## src/hw/rtl/css_pkg.sv

```systemverilog
// Shared constants, types and item layout for the closest segment search block.
package css_pkg;

   localparam int MAX_SEGMENTS = 1024;
   localparam int COORD_BITS   = 16;
   localparam int T_BITS       = 16;
   localparam int INDEX_BITS   = $clog2(MAX_SEGMENTS);
   localparam int COUNT_BITS   = $clog2(MAX_SEGMENTS + 2);
   localparam int DIFF_BITS    = COORD_BITS + 1;
   localparam int MUL_BITS     = COORD_BITS + 2;
   localparam int PROD_BITS    = 2 * MUL_BITS;
   localparam int DOT_BITS     = 2 * COORD_BITS + 3;
   localparam int LEN_BITS     = 2 * COORD_BITS + 2;
   localparam int DIST_BITS    = 2 * COORD_BITS + 1;
   localparam int STEP_BITS    = $clog2(T_BITS);
   localparam int QUEUE_DEPTH  = 2;

   typedef logic signed [COORD_BITS-1:0] coord_type;

   // One segment as it travels from the front end to the projection engine.
   typedef struct packed {
      coord_type             query_x;
      coord_type             query_y;
      coord_type             start_x;
      coord_type             start_y;
      coord_type             end_x;
      coord_type             end_y;
      logic [INDEX_BITS-1:0] index;
      logic                  first;
      logic                  skip;
      logic                  last;
      logic                  overflow;
   } css_entry_type;

endpackage

```

## src/hw/rtl/css_if.sv

```systemverilog
// Valid/ready channel interfaces for segment items and search results.
interface css_req_if import css_pkg::*; ();
   logic      valid;
   logic      ready;
   coord_type query_x;
   coord_type query_y;
   coord_type seg_start_x;
   coord_type seg_start_y;
   coord_type seg_end_x;
   coord_type seg_end_y;
   logic      last_segment;

   modport source (output valid, query_x, query_y, seg_start_x, seg_start_y,
                   seg_end_x, seg_end_y, last_segment, input ready);
   modport sink (input valid, query_x, query_y, seg_start_x, seg_start_y,
                 seg_end_x, seg_end_y, last_segment, output ready);
endinterface

interface css_rsp_if import css_pkg::*; ();
   logic                  valid;
   logic                  ready;
   logic [INDEX_BITS-1:0] nearest_index;
   coord_type             nearest_x;
   coord_type             nearest_y;
   logic                  count_overflow;

   modport source (output valid, nearest_index, nearest_x, nearest_y, count_overflow,
                   input ready);
   modport sink (input valid, nearest_index, nearest_x, nearest_y, count_overflow,
                 output ready);
endinterface

```

## src/hw/rtl/css_front.sv

```systemverilog
// Front end: accepts segment items, tracks the open set and tags each item.
module css_front import css_pkg::*; (
   input  logic          clock,
   input  logic          reset,
   css_req_if.sink       req,
   input  logic          queue_full,
   output logic          push,
   output css_entry_type entry
);

   logic                  set_open_ff;
   logic [COUNT_BITS-1:0] count_ff;
   coord_type             held_x_ff;
   coord_type             held_y_ff;

   logic                  first;
   logic [COUNT_BITS-1:0] count_cur;
   logic [COUNT_BITS-1:0] count_in;

   assign req.ready = !queue_full;
   assign push      = req.valid && !queue_full;

   always_comb begin
      first     = !set_open_ff;
      count_cur = first ? '0 : count_ff;
      count_in  = (count_cur <= COUNT_BITS'(MAX_SEGMENTS)) ? count_cur + 1'b1 : count_cur;

      entry.query_x  = first ? req.query_x : held_x_ff;
      entry.query_y  = first ? req.query_y : held_y_ff;
      entry.start_x  = req.seg_start_x;
      entry.start_y  = req.seg_start_y;
      entry.end_x    = req.seg_end_x;
      entry.end_y    = req.seg_end_y;
      entry.index    = count_cur[INDEX_BITS-1:0];
      entry.first    = first;
      entry.skip     = count_cur >= COUNT_BITS'(MAX_SEGMENTS);
      entry.last     = req.last_segment;
      entry.overflow = count_in > COUNT_BITS'(MAX_SEGMENTS);
   end

   always_ff @(posedge clock) begin
      if (reset) begin
         set_open_ff <= 1'b0;
         count_ff    <= '0;
      end else if (push) begin
         if (req.last_segment) begin
            set_open_ff <= 1'b0;
            count_ff    <= '0;
         end else begin
            set_open_ff <= 1'b1;
            count_ff    <= count_in;
         end
         held_x_ff <= entry.query_x;
         held_y_ff <= entry.query_y;
      end
   end

   a_set_closes: assert property (@(posedge clock) disable iff (reset)
      (push && req.last_segment) |=> (!set_open_ff && count_ff == '0))
      else $error("set still open after its last item");

endmodule

```

## src/hw/rtl/css_queue.sv

```systemverilog
// Short queue that decouples the front end from the projection engine.
module css_queue import css_pkg::*; (
   input  logic          clock,
   input  logic          reset,
   input  logic          push,
   input  css_entry_type push_entry,
   output logic          full,
   input  logic          pop,
   output css_entry_type head,
   output logic          empty
);

   localparam int PTR_BITS = $clog2(QUEUE_DEPTH);
   localparam int CNT_BITS = $clog2(QUEUE_DEPTH + 1);

   css_entry_type         slot_ff [QUEUE_DEPTH];
   logic [PTR_BITS-1:0]   wr_ptr_ff;
   logic [PTR_BITS-1:0]   rd_ptr_ff;
   logic [CNT_BITS-1:0]   count_ff;

   assign full  = count_ff == CNT_BITS'(QUEUE_DEPTH);
   assign empty = count_ff == '0;
   assign head  = slot_ff[rd_ptr_ff];

   always_ff @(posedge clock) begin
      if (reset) begin
         wr_ptr_ff <= '0;
         rd_ptr_ff <= '0;
         count_ff  <= '0;
      end else begin
         if (push && !full) begin
            slot_ff[wr_ptr_ff] <= push_entry;
            wr_ptr_ff <= (wr_ptr_ff == PTR_BITS'(QUEUE_DEPTH - 1)) ? '0 : wr_ptr_ff + 1'b1;
         end
         if (pop && !empty) begin
            rd_ptr_ff <= (rd_ptr_ff == PTR_BITS'(QUEUE_DEPTH - 1)) ? '0 : rd_ptr_ff + 1'b1;
         end
         unique case ({push && !full, pop && !empty})
            2'b10:   count_ff <= count_ff + 1'b1;
            2'b01:   count_ff <= count_ff - 1'b1;
            default: count_ff <= count_ff;
         endcase
      end
   end

   a_count_bound: assert property (@(posedge clock) disable iff (reset)
      count_ff <= CNT_BITS'(QUEUE_DEPTH))
      else $error("queue fill count beyond its depth");

endmodule

```

## src/hw/rtl/css_back.sv

```systemverilog
// Projection engine: shared multiplier, bit-serial divider and best-so-far tracking.
module css_back import css_pkg::*; (
   input  logic          clock,
   input  logic          reset,
   input  css_entry_type head,
   input  logic          empty,
   output logic          pop,
   css_rsp_if.source     rsp
);

   typedef enum logic [2:0] {
      ST_IDLE,
      ST_DOT,
      ST_CLASSIFY,
      ST_DIVIDE,
      ST_LERP,
      ST_DIST,
      ST_UPDATE
   } state_type;

   state_type                    state_ff;
   logic [STEP_BITS-1:0]         step_ff;
   css_entry_type                cur_ff;
   logic signed [DIFF_BITS-1:0]  abx_ff, aby_ff, apx_ff, apy_ff;
   logic signed [DOT_BITS-1:0]   dot_ff;
   logic [LEN_BITS-1:0]          len2_ff;
   logic [LEN_BITS-1:0]          rem_ff;
   logic [T_BITS-1:0]            quo_ff;
   coord_type                    px_ff, py_ff;
   logic [DIST_BITS-1:0]         dist_ff;
   logic [DIST_BITS-1:0]         best_dist_ff;
   logic [INDEX_BITS-1:0]        best_index_ff;
   coord_type                    best_x_ff, best_y_ff;
   logic                         rsp_valid_ff;
   logic [INDEX_BITS-1:0]        rsp_index_ff;
   coord_type                    rsp_x_ff, rsp_y_ff;
   logic                         rsp_ovf_ff;

   logic signed [MUL_BITS-1:0]   mul_a, mul_b;
   logic signed [PROD_BITS-1:0]  mul_p;
   logic [PROD_BITS-1:0]         rounded;
   logic signed [DIFF_BITS-1:0]  dx, dy;
   logic [LEN_BITS:0]            div_shift, div_diff;
   logic                         take;
   logic                         out_blocked;
   logic [INDEX_BITS-1:0]        best_index_in;
   coord_type                    best_x_in, best_y_in;
   logic [DIST_BITS-1:0]         best_dist_in;

   assign pop = (state_ff == ST_IDLE) && !empty;

   assign dx = {px_ff[COORD_BITS-1], px_ff} - {cur_ff.query_x[COORD_BITS-1], cur_ff.query_x};
   assign dy = {py_ff[COORD_BITS-1], py_ff} - {cur_ff.query_y[COORD_BITS-1], cur_ff.query_y};

   // One signed multiplier, its operands picked by state and step.
   always_comb begin
      mul_a = '0;
      mul_b = '0;
      unique case (state_ff)
         ST_DOT: begin
            unique case (step_ff[1:0])
               2'd0: begin
                  mul_a = {abx_ff[DIFF_BITS-1], abx_ff};
                  mul_b = {apx_ff[DIFF_BITS-1], apx_ff};
               end
               2'd1: begin
                  mul_a = {aby_ff[DIFF_BITS-1], aby_ff};
                  mul_b = {apy_ff[DIFF_BITS-1], apy_ff};
               end
               2'd2: begin
                  mul_a = {abx_ff[DIFF_BITS-1], abx_ff};
                  mul_b = {abx_ff[DIFF_BITS-1], abx_ff};
               end
               default: begin
                  mul_a = {aby_ff[DIFF_BITS-1], aby_ff};
                  mul_b = {aby_ff[DIFF_BITS-1], aby_ff};
               end
            endcase
         end
         ST_LERP: begin
            mul_a = {(MUL_BITS-T_BITS)'(0), quo_ff};
            mul_b = step_ff[0] ? {aby_ff[DIFF_BITS-1], aby_ff} : {abx_ff[DIFF_BITS-1], abx_ff};
         end
         ST_DIST: begin
            mul_a = step_ff[0] ? {dy[DIFF_BITS-1], dy} : {dx[DIFF_BITS-1], dx};
            mul_b = mul_a;
         end
         default: begin
            mul_a = '0;
            mul_b = '0;
         end
      endcase
      mul_p = mul_a * mul_b;
   end

   always_comb begin
      rounded   = mul_p + (PROD_BITS'(1) << (T_BITS - 1));
      div_shift = {rem_ff, 1'b0};
      div_diff  = div_shift - {1'b0, len2_ff};

      take          = !cur_ff.skip && (cur_ff.first || dist_ff < best_dist_ff);
      best_dist_in  = take ? dist_ff : best_dist_ff;
      best_index_in = take ? cur_ff.index : best_index_ff;
      best_x_in     = take ? px_ff : best_x_ff;
      best_y_in     = take ? py_ff : best_y_ff;
      out_blocked   = rsp_valid_ff && !rsp.ready;
   end

   always_ff @(posedge clock) begin
      if (reset) begin
         state_ff      <= ST_IDLE;
         step_ff       <= '0;
         rsp_valid_ff  <= 1'b0;
         best_dist_ff  <= '1;
         best_index_ff <= '0;
         best_x_ff     <= '0;
         best_y_ff     <= '0;
      end else begin
         // A new result may replace one that drains at the same edge.
         if (state_ff == ST_UPDATE && cur_ff.last && !out_blocked) begin
            rsp_valid_ff <= 1'b1;
         end else if (rsp.ready) begin
            rsp_valid_ff <= 1'b0;
         end
         unique case (state_ff)
            ST_IDLE: begin
               if (!empty) begin
                  cur_ff  <= head;
                  abx_ff  <= {head.end_x[COORD_BITS-1], head.end_x}
                           - {head.start_x[COORD_BITS-1], head.start_x};
                  aby_ff  <= {head.end_y[COORD_BITS-1], head.end_y}
                           - {head.start_y[COORD_BITS-1], head.start_y};
                  apx_ff  <= {head.query_x[COORD_BITS-1], head.query_x}
                           - {head.start_x[COORD_BITS-1], head.start_x};
                  apy_ff  <= {head.query_y[COORD_BITS-1], head.query_y}
                           - {head.start_y[COORD_BITS-1], head.start_y};
                  step_ff <= '0;
                  state_ff <= head.skip ? ST_UPDATE : ST_DOT;
               end
            end
            ST_DOT: begin
               unique case (step_ff[1:0])
                  2'd0:    dot_ff  <= $signed(mul_p[DOT_BITS-1:0]);
                  2'd1:    dot_ff  <= dot_ff + $signed(mul_p[DOT_BITS-1:0]);
                  2'd2:    len2_ff <= mul_p[LEN_BITS-1:0];
                  default: len2_ff <= len2_ff + mul_p[LEN_BITS-1:0];
               endcase
               if (step_ff[1:0] == 2'd3) begin
                  step_ff  <= '0;
                  state_ff <= ST_CLASSIFY;
               end else begin
                  step_ff <= step_ff + 1'b1;
               end
            end
            ST_CLASSIFY: begin
               // Degenerate segment or query behind the start: clamp to start.
               priority if (len2_ff == '0 || dot_ff[DOT_BITS-1] || dot_ff == '0) begin
                  px_ff    <= cur_ff.start_x;
                  py_ff    <= cur_ff.start_y;
                  state_ff <= ST_DIST;
               end else if (dot_ff[LEN_BITS-1:0] >= len2_ff) begin
                  px_ff    <= cur_ff.end_x;
                  py_ff    <= cur_ff.end_y;
                  state_ff <= ST_DIST;
               end else begin
                  rem_ff   <= dot_ff[LEN_BITS-1:0];
                  quo_ff   <= '0;
                  state_ff <= ST_DIVIDE;
               end
            end
            ST_DIVIDE: begin
               // Restoring division, one quotient bit per cycle.
               if (!div_diff[LEN_BITS]) begin
                  rem_ff <= div_diff[LEN_BITS-1:0];
               end else begin
                  rem_ff <= div_shift[LEN_BITS-1:0];
               end
               quo_ff <= {quo_ff[T_BITS-2:0], !div_diff[LEN_BITS]};
               if (step_ff == STEP_BITS'(T_BITS - 1)) begin
                  step_ff  <= '0;
                  state_ff <= ST_LERP;
               end else begin
                  step_ff <= step_ff + 1'b1;
               end
            end
            ST_LERP: begin
               if (step_ff[0]) begin
                  py_ff    <= cur_ff.start_y + rounded[T_BITS+COORD_BITS-1:T_BITS];
                  step_ff  <= '0;
                  state_ff <= ST_DIST;
               end else begin
                  px_ff   <= cur_ff.start_x + rounded[T_BITS+COORD_BITS-1:T_BITS];
                  step_ff <= step_ff + 1'b1;
               end
            end
            ST_DIST: begin
               if (step_ff[0]) begin
                  dist_ff  <= dist_ff + mul_p[DIST_BITS-1:0];
                  step_ff  <= '0;
                  state_ff <= ST_UPDATE;
               end else begin
                  dist_ff <= mul_p[DIST_BITS-1:0];
                  step_ff <= step_ff + 1'b1;
               end
            end
            ST_UPDATE: begin
               if (cur_ff.last) begin
                  if (!out_blocked) begin
                     rsp_index_ff  <= best_index_in;
                     rsp_x_ff      <= best_x_in;
                     rsp_y_ff      <= best_y_in;
                     rsp_ovf_ff    <= cur_ff.overflow;
                     best_dist_ff  <= '1;
                     best_index_ff <= '0;
                     best_x_ff     <= '0;
                     best_y_ff     <= '0;
                     state_ff      <= ST_IDLE;
                  end
               end else begin
                  best_dist_ff  <= best_dist_in;
                  best_index_ff <= best_index_in;
                  best_x_ff     <= best_x_in;
                  best_y_ff     <= best_y_in;
                  state_ff      <= ST_IDLE;
               end
            end
            default: state_ff <= ST_IDLE;
         endcase
      end
   end

   assign rsp.valid          = rsp_valid_ff;
   assign rsp.nearest_index  = rsp_index_ff;
   assign rsp.nearest_x      = rsp_x_ff;
   assign rsp.nearest_y      = rsp_y_ff;
   assign rsp.count_overflow = rsp_ovf_ff;

   a_rem_below_divisor: assert property (@(posedge clock) disable iff (reset)
      (state_ff == ST_DIVIDE) |-> (rem_ff < len2_ff))
      else $error("divider remainder not below the squared length");

   a_result_from_last: assert property (@(posedge clock) disable iff (reset)
      $rose(rsp_valid_ff) |-> $past(state_ff == ST_UPDATE && cur_ff.last))
      else $error("result raised without a closing item");

endmodule

```

## src/hw/rtl/closest_segment_search.sv

```systemverilog
// Nearest-point search over a stream of line segments, one result per set.
// Items run one at a time through the engine's steps on one shared multiplier: load,
// 4 multiply steps, classify, 16 divider steps, 2 interpolation and 2 distance steps,
// update. A clamp to an endpoint skips the divider and interpolation, an ignored item
// goes from load to update; a closing item waits in update until the output can take it.
// Reset (synchronous, active high) closes any open set and empties the queue.
module closest_segment_search import css_pkg::*; (
   input  logic      clock,
   input  logic      reset,
   css_req_if.sink   req,
   css_rsp_if.source rsp
);

   // The front end holds the query point across a set, counts segments and
   // marks items past the index range so the engine only has to skip them.
   // Its tagged items wait in a two-entry queue, so new segments are taken
   // while the engine is still busy with an earlier one.
   css_entry_type push_entry;
   css_entry_type head;
   logic          push;
   logic          full;
   logic          pop;
   logic          empty;

   css_front u_front (
      .clock      (clock),
      .reset      (reset),
      .req        (req),
      .queue_full (full),
      .push       (push),
      .entry      (push_entry)
   );

   css_queue u_queue (
      .clock      (clock),
      .reset      (reset),
      .push       (push),
      .push_entry (push_entry),
      .full       (full),
      .pop        (pop),
      .head       (head),
      .empty      (empty)
   );

   // The engine projects each segment, keeps the strictly nearest one so the
   // earlier segment wins a tie, and places the result of a set in an output
   // register, from which it drains independently of later items.
   css_back u_back (
      .clock (clock),
      .reset (reset),
      .head  (head),
      .empty (empty),
      .pop   (pop),
      .rsp   (rsp)
   );

endmodule

```

## src/flat_wrapper.sv

```systemverilog
// flat-port wrapper written by rule: the top's interface ports become plain ports
module closest_segment_search_flat import css_pkg::*;
  (clock, reset, req_valid, req_query_x, req_query_y, req_seg_start_x, req_seg_start_y, req_seg_end_x, req_seg_end_y, req_last_segment, req_ready, rsp_valid, rsp_nearest_index, rsp_nearest_x, rsp_nearest_y, rsp_count_overflow, rsp_ready);
  css_req_if req_i ();
  css_rsp_if rsp_i ();
  input  logic clock;
  input  logic reset;
  input wire logic [$bits(req_i.valid)-1:0] req_valid;
  input wire logic [$bits(req_i.query_x)-1:0] req_query_x;
  input wire logic [$bits(req_i.query_y)-1:0] req_query_y;
  input wire logic [$bits(req_i.seg_start_x)-1:0] req_seg_start_x;
  input wire logic [$bits(req_i.seg_start_y)-1:0] req_seg_start_y;
  input wire logic [$bits(req_i.seg_end_x)-1:0] req_seg_end_x;
  input wire logic [$bits(req_i.seg_end_y)-1:0] req_seg_end_y;
  input wire logic [$bits(req_i.last_segment)-1:0] req_last_segment;
  output wire logic [$bits(req_i.ready)-1:0] req_ready;
  output wire logic [$bits(rsp_i.valid)-1:0] rsp_valid;
  output wire logic [$bits(rsp_i.nearest_index)-1:0] rsp_nearest_index;
  output wire logic [$bits(rsp_i.nearest_x)-1:0] rsp_nearest_x;
  output wire logic [$bits(rsp_i.nearest_y)-1:0] rsp_nearest_y;
  output wire logic [$bits(rsp_i.count_overflow)-1:0] rsp_count_overflow;
  input wire logic [$bits(rsp_i.ready)-1:0] rsp_ready;
  assign req_i.valid = req_valid;
  assign req_i.query_x = req_query_x;
  assign req_i.query_y = req_query_y;
  assign req_i.seg_start_x = req_seg_start_x;
  assign req_i.seg_start_y = req_seg_start_y;
  assign req_i.seg_end_x = req_seg_end_x;
  assign req_i.seg_end_y = req_seg_end_y;
  assign req_i.last_segment = req_last_segment;
  assign req_ready = req_i.ready;
  assign rsp_valid = rsp_i.valid;
  assign rsp_nearest_index = rsp_i.nearest_index;
  assign rsp_nearest_x = rsp_i.nearest_x;
  assign rsp_nearest_y = rsp_i.nearest_y;
  assign rsp_count_overflow = rsp_i.count_overflow;
  assign rsp_i.ready = rsp_ready;
  closest_segment_search u_core (.clock(clock), .reset(reset), .req(req_i), .rsp(rsp_i));
endmodule
```

## config.mk

```make
export PLATFORM = sky130hd
export DESIGN_NAME = closest_segment_search_flat
export DESIGN_NICKNAME = d
export VERILOG_FILES = /design/src/hw/rtl/css_pkg.sv /design/src/hw/rtl/css_if.sv /design/src/hw/rtl/css_front.sv /design/src/hw/rtl/css_queue.sv /design/src/hw/rtl/css_back.sv /design/src/hw/rtl/closest_segment_search.sv /design/src/flat_wrapper.sv
export SDC_FILE = /design/constraint.sdc
export NUM_CORES = 2
export LEC_CHECK = 0
export BUFFER_PORTS_ARGS = -buffer_cell sky130_fd_sc_hd__buf_2
export CAP_MARGIN = 5
export CORE_UTILIZATION = 40
export DETAILED_ROUTE_END_ITERATION = 12
export PLACE_DENSITY_LB_ADDON = 0.2
export SKIP_CTS_REPAIR_TIMING = 1
export SLEW_MARGIN = 20
export SYNTH_ARGS = -nofsm -noshare
export SYNTH_HDL_FRONTEND = slang
export SYNTH_SLANG_ARGS = --single-unit
```

## constraint.sdc

```tcl
create_clock -name clock -period 15.8 [get_ports clock]
set_input_delay 2.37 -clock clock [delete_from_list [all_inputs] [get_ports clock]]
set_output_delay 2.37 -clock clock [all_outputs]
set_load 0.02 [all_outputs]
```

# --- Yosys cells after proc, flatten, opt, wreduce, memory -nomap -nowiden ---
# Memory sizes are Yosys's and may differ from the RTL's. A register that Yosys moved wholly into a read port is not among the register bits.
# Cells that the tools add are included.
totals:
  reg_bits: 536
  latch_bits: 0
  ram_bits: 220
  romBits: 0
  inputBits: 101
  output_inout_bits: 45
  elab_cells: 207
  mem_count: 1
op_classes:
  n_addsub: 19
  multipliers: 1
  n_div: 0
  magnitude_cmp: 5
  eq_ne: 24
  shift: 0
  n_mux: 67
  bitwise_logic: 4
  n_reduce_logical: 46
memory_table:
  columns: ["memory", "words", "width", "read_ports", "rd_ports_with_merged_regs", "write_ports", "line_no", "source"]
  rows:
  - ["u_core.u_queue.slot_ff", 2, 110, 1, 1, 1, "css_queue.sv:16", "css_entry_type slot_ff [QUEUE_DEPTH];"]
ops:
  columns: ["cell", "n"]
  rows:
  - ["16-bit two-way mux", 15]
  - ["18-bit one-hot mux with 3 select lines", 3]
  - ["34-bit one-hot mux with 2 select lines", 2]
  - ["33-bit two-way mux", 4]
  - ["34-bit two-way mux", 3]
  - ["16-bit by 16-bit subtractor with 17-bit output", 6]
  - ["16-bit one-hot mux with 2 select lines", 3]
  - ["35-bit one-hot mux with 2 select lines", 1]
  - ["18-bit two-way mux", 3]
  - ["35-bit adder", 1]
  - ["35-bit logical NOT", 1]
  - ["18-bit by 18-bit multiplier with 35-bit output", 1]
  - ["35-bit by 34-bit subtractor with 35-bit output", 1]
  - ["34-bit adder", 1]
  - ["34-bit greater-or-equal comparator", 1]
  - ["34-bit logical NOT", 1]
  - ["33-bit adder", 1]
  - ["33-bit < comparator", 1]
  - ["11-bit two-way mux", 3]
  - ["16-bit adder", 2]
  - ["32-bit by 17-bit adder with 32-bit output, second input constant", 1]
  - ["10-bit two-way mux", 3]
  - ["3-bit two-way mux", 10]
  - ["3-bit one-hot mux with 7 select lines", 1]
  - ["other kinds (33)", 97]

# --- Longest topological paths before layout ---
depth:
  word_depth: 9
  mapped_depth: 50
  depth_no_buf: 49

# --- Cells and area by module ---
# A second synthesis with hierarchy kept.
hier_totals:
  hier_cells: 5245
  area_unflattened_um2: 55677.1
by_module_without_submodules:
  columns: ["module", "n_inst", "cells_per_inst", "area_each_um2", "seq_area_each_um2"]
  rows:
  - ["css_back", 1, 4607, 44701.6, 13823.3]
  - ["css_queue", 1, 367, 8127.8, 6706.4]
  - ["css_front", 1, 271, 2847.7, 1201.2]

# --- Worst setup path after synthesis ---
# No wires, ideal clock.
synth_timing:
  path_type: "register to register"
  from: "register u_core.u_back.step_ff[0]"
  to: "register u_core.u_back.px_ff[15], data pin"
  setup_ns: 0.263
  arrival_time_ns: 11.133
  t_required_ns: 15.537
  slack_ns: 4.404
  stages_incl_launch_ff: 45
  n_path_buf: 6
  period_less_slack_ns: 11.396
  cell_sequence: "dfxtp_1 -> clkbuf_1 -> clkinv_1 -> clkbuf_1 -> clkbuf_1 -> ha_1 -> clkbuf_1 -> nor2_1 -> clkbuf_1 -> nand2_1 -> a21oi_1 -> a31o_2 -> clkbuf_1 -> nand2_1 -> fa_1 -> inv_1 -> fa_1 -> fa_1 -> [9 not listed] -> a211oi_2 -> or3_1 -> o41ai_1 -> xnor2_1 -> inv_1 -> or4_1 -> nor3_1 -> xor2_1 -> ha_1 -> inv_1 -> a21oi_1 -> a41oi_1 -> nor4b_1 -> o31a_1 -> o21ai_1 -> and4_1 -> o41ai_2 -> nand2_1"
synth_between:
  elab_chain_len: 9
  word_cells_on_any_way: 15
  classes_between: "add/sub: 2; mul: 1; eq/ne: 2; mux: 8; reduce/logical: 2"
synth_lines:
  columns: ["element", "line_no", "source"]
  rows:
  - ["start, declared", "css_back.sv:22", "logic [STEP_BITS-1:0] step_ff;"]
  - ["start signal, assigned", "css_back.sv:152", "step_ff <= step_ff + 1'b1;"]
  - ["start signal, assigned", "css_back.sv:183", "step_ff <= step_ff + 1'b1;"]
  - ["start signal, assigned", "css_back.sv:193", "step_ff <= step_ff + 1'b1;"]
  - ["2-bit equality test / 2-bit logical NOT (equally long branches)", "css_back.sv:61", "unique case (step_ff[1:0])"]
  - ["2-bit OR reduction (no line)", null, null]
  - ["18-bit two-way mux", "css_back.sv:61", null]
  - ["18-bit one-hot mux with 3 select lines", "css_back.sv:59", "unique case (state_ff)"]
  - ["18-bit by 18-bit multiplier with 35-bit output (*)", "css_back.sv:93", "mul_p = mul_a * mul_b;"]
  - ["32-bit by 17-bit adder with 32-bit output (*)", "css_back.sv:97", "rounded = mul_p + (PROD_BITS'(1) << (T_BITS - 1));"]
  - ["16-bit adder (*)", "css_back.sv:192", "px_ff <= cur_ff.start_x + rounded[T_BITS+COORD_BITS-1:T_BITS];"]
  - ["16-bit two-way mux (*)", "css_back.sv:187", "if (step_ff[0]) begin"]
  - ["16-bit one-hot mux with 2 select lines (*)", "css_back.sv:125", "unique case (state_ff)"]
  - ["end signal, assigned", "css_back.sv:158", "px_ff <= cur_ff.start_x;"]
  - ["end signal, assigned", "css_back.sv:162", "px_ff <= cur_ff.end_x;"]
  - ["end signal, assigned", "css_back.sv:192", null]
  - ["end, declared", "css_back.sv:29", "coord_type px_ff, py_ff;"]
# Mark *: on every way between the ends. The rest lies on a longest branch, timed or not. The select of a mux whose other input is x is not followed.
# A chain may end at the register's enable or synchronous reset.

# --- Worst setup path after layout ---
layout_timing:
  from: "register u_core.u_back.px_ff[0]"
  to: "register u_core.u_back.py_ff[15], data pin"
layout_between:
  elab_chain_len: 8
  word_cells_on_any_way: 9
  classes_between: "add/sub: 3; mul: 1; mux: 5"
layout_lines:
  columns: ["element", "line_no", "source"]
  rows:
  - ["16-bit by 16-bit subtractor with 17-bit output (*)", "css_back.sv:52", "assign dx = {px_ff[COORD_BITS-1], px_ff} - {cur_ff.query_x[COORD_BITS-1], cur_ff.query_x};"]
  - ["18-bit two-way mux (*)", "css_back.sv:85", "mul_a = step_ff[0] ? {dy[DIFF_BITS-1], dy} : {dx[DIFF_BITS-1], dx};"]
  - ["18-bit one-hot mux with 3 select lines", "css_back.sv:59", null]
  - ["18-bit by 18-bit multiplier with 35-bit output (*)", "css_back.sv:93", null]
  - ["32-bit by 17-bit adder with 32-bit output (*)", "css_back.sv:97", null]
  - ["16-bit adder (*)", "css_back.sv:188", "py_ff <= cur_ff.start_y + rounded[T_BITS+COORD_BITS-1:T_BITS];"]
  - ["16-bit two-way mux (*)", "css_back.sv:187", null]
  - ["16-bit one-hot mux with 2 select lines (*)", "css_back.sv:125", null]
  - ["end signal, assigned", "css_back.sv:159", "py_ff <= cur_ff.start_y;"]
  - ["end signal, assigned", "css_back.sv:163", "py_ff <= cur_ff.end_y;"]
  - ["end signal, assigned", "css_back.sv:188", null]
  - ["end, declared", "css_back.sv:29", null]
# Marked as above.

==> qor.yml <==
outcome:
  outcome: "completed"
timing:
  fmax_mhz: 76.4
  fin_crit_sh: 0.828
  hold_viol_final: 0
  slew_headroom: 0.206
  rsz0062_at_grt: "no"
  post-route-min-period_ns: 13.09
  finalSetupTns_ns: 0
  setup_viol: 0
  slew_violations: 0
  clock_skew_ns: 0.0582
  worst_pin_slew_ns: 1.18
worst_setup_path:
  critical_path_class: "flip-flop to flip-flop"
  worstPathArrival_ns: 13.56
  endpoint_kind: "flip-flop"
  required_ns: 16.27
  slowest_stage: "or4_1"
  slowest_delay_ns: 0.70
  critical_path.startpoint_type: "flip-flop"
  crit_fanout: 23
global_route:
  antenna_found_initial: 2
  grtUsageMet1: 0.297
  grt_pass1_wl_um: 244000
  grt_busiest_layer: "met2"
  grtUsageMet3: 0.0328
  grt_usage: 0.227
  grt.overflow.total: 0
  grt_use_met2: 0.376
  grt_start_max_net_pins: 72
  first_global_vias: 40400
synth:
  async_flop_share: 0
  ys_types: 92
  synth_ff_type: "edfxtp_1"
  synth_compound_area_frac: 0.142
  synthSimpleGateAreaFrac: 0.107
  synth_warnings: 0
  yosys-mux-area-fraction: 0.0588
  postSynthRegisterBits: 757
  synth.top_cell.area_share: 0.354
  synth_fa_ha_area_frac: 0.213
  yosys.area.top_type: "edfxtp_1"
  syn_area_um2: 55700
  synth_top_family_by_area: "adder cells"
  syn-instance-count: 5280
  avgSynthCellArea_um2: 10.6
  synthXorXnorAreaFrac: 0.0341
  synth_enable_flop_cells: 657
  yosysSeqAreaShare: 0.390
  synth.area.top_cells: "edfxtp_1 35%, fa_1 12%, ha_1 9.6%"
  synth_fp_nets: 6135
finish:
  area_growth_pct: 10.7
  finalNetCount: 6258
  final_area_um2: 61700
  utilization: 0.448
  layout-drive-gt1-share: 0.111
  stdcell_count: 7269
cts:
  cts_buffer_depth: 3
  cts_sinks: 757
  clk_pin_slew_ns: 0.06
  tritoncts: "done"
  cts_made_buffers: 88
  clock_latency_ns: 0.72
  root_buffer: "clkbuf_16"
  h-tree-depth: 3
placement:
  place_area_um2: 58600
  dp.cells: 7107
  place_congestion: 0.949
  port_buffers: 145
  dp_hpwl_um: 124000
drt:
  final_antenna_net_count: 0
  drc: 0
  vias_per_cell: 5.54
  drt-wirelength-per-cell_um: 22.0
  dr.first_iter.drc_count: 3256
  dr_total_vias: 40300
  routed_wl_um: 160000
  dr.pass1.iters: 8
floorplan:
  die_h_um: 375
  coreArea_um2: 138000
  core.rowCount: 136
  initial_utilization: 0.404
  die_w_um: 375
  pin_count: 146
  design.die.area_um2: 141000
min_path:
  min_path_type: "flip-flop to flip-flop"
job:
  drv_cap: 0
-- cell families after synthesis --
| family | after synthesis |
|---|---|
| simple gates | 1235 |
| compound gates | 1204 |
| buf+inv | 809 |
| flops | 757 |
| fa+ha+maj | 754 |
| mux | 305 |
| xor+xnor | 216 |
-- cells in the mapped netlist, drive strengths merged (46+ instances only) --
| library cell | n |
|---|---|
| edfxtp | 657 |
| ha | 429 |
| nor2 | 306 |
| a21o | 127 |
| nor2b | 66 |
| mux2i | 127 |
| a211oi | 46 |
| xnor2 | 149 |
| inv | 625 |
| a21oi | 272 |
| dfxtp | 100 |
| and2 | 58 |
| nand2b | 47 |
| xor2 | 67 |
| fa | 325 |
| nor3 | 93 |
| clkbuf | 159 |
| nand2 | 389 |
| nand3 | 74 |
| o21ai | 327 |
| mux2 | 178 |
-- flip-flops by register name (all words and copies together) (netlist names), 17 cells and up, named ones only --
| register | cells |
|---|---|
| u_core.u_back.dist_ff | 33 |
| u_core.u_back.rem_ff | 34 |
| u_core.u_back.aby_ff | 17 |
| u_core.u_back.abx_ff | 17 |
| u_core.u_back.len2_ff | 34 |
| u_core.u_back.apx_ff | 17 |
| u_core.u_back.dot_ff | 35 |
| u_core.u_back.cur_ff | 110 |
| u_core.u_back.apy_ff | 17 |
| u_core.u_queue.slot_ff | 220 |
| u_core.u_back.best_dist_ff | 33 |
-- cells in the final DEF (no fill, tap or decap), types with 148 or more instances in the layout --
cell and count:
inv_1 622, nor2_1 302, nand2_1 388, o21ai_0 288, fa_1 325, xnor2_1 148
ha_1 427, mux2_2 178, a21oi_1 271, edfxtp_1 657
-- per-stage QoR --
stage / setup WS (ns) / hold WS [ns]
floorplan: 4.40 / 0.400
global placement: 3.09 / 0.405
detailed placement: 2.86 / 0.413
global route: 1.80 / 0.435
finish: 2.71 / 0.423
CTS: 2.81 / 0.427
-- worst max-delay path, delay by kind of cell (launching register included) --
| family | cells | cell delay (ns) |
|---|---|---|
| simple gates | 10 | 2.34 |
| buf+inv | 7 | 1.02 |
| compound gates | 16 | 3.58 |
| xor+xnor | 2 | 1.28 |
| flops | 1 | 0.35 |
| fa+ha+maj | 10 | 4.22 |
-- final cells by class --
type | count | area, um^2
multi-input combinational | 3714 | 31000
clock inverter | 49 | 623
inverter | 626 | 2350
tap | 1794 | 2240
clock buffer | 111 | 2440
fill | 13100 | 76100
antenna | 2 | 5.00
sequential | 757 | 21700
timing repair buffer | 216 | 1260
-- path summary, 6_finish.rpt --
| kind | from | to | slack, ns | cells after the start |
|---|---|---|---|---|
| worst max register to register | u_core.u_back.px_ff[0]$_DFFE_PP_ | u_core.u_back.py_ff[15]$_DFFE_PP_ | 2.71 | 45 |
| worst min-delay path | u_core.u_back.cur_ff[0]$_DFFE_PP_ | u_core.u_back.rsp.count_overflow$_DFFE_PP_ | 0.42 | 0 |
| worst max-delay path | u_core.u_back.px_ff[0]$_DFFE_PP_ | u_core.u_back.py_ff[15]$_DFFE_PP_ | 2.71 | 45 |
| worst min register to register | u_core.u_back.cur_ff[0]$_DFFE_PP_ | u_core.u_back.rsp.count_overflow$_DFFE_PP_ | 0.42 | 0 |
-- routing by layer --
layer  wire length (um)  share of wire  vias up
met5                  0              0        -
met4               7150          0.045        0
met3               8850          0.055      260
met2              74600           0.47     1126
met1              69500           0.43    19800
li1                   -              -    19100
Power is left out: the tool's default activity adds up to more than one toggle a clock period on the data nets, which glitch-free logic cannot reach.
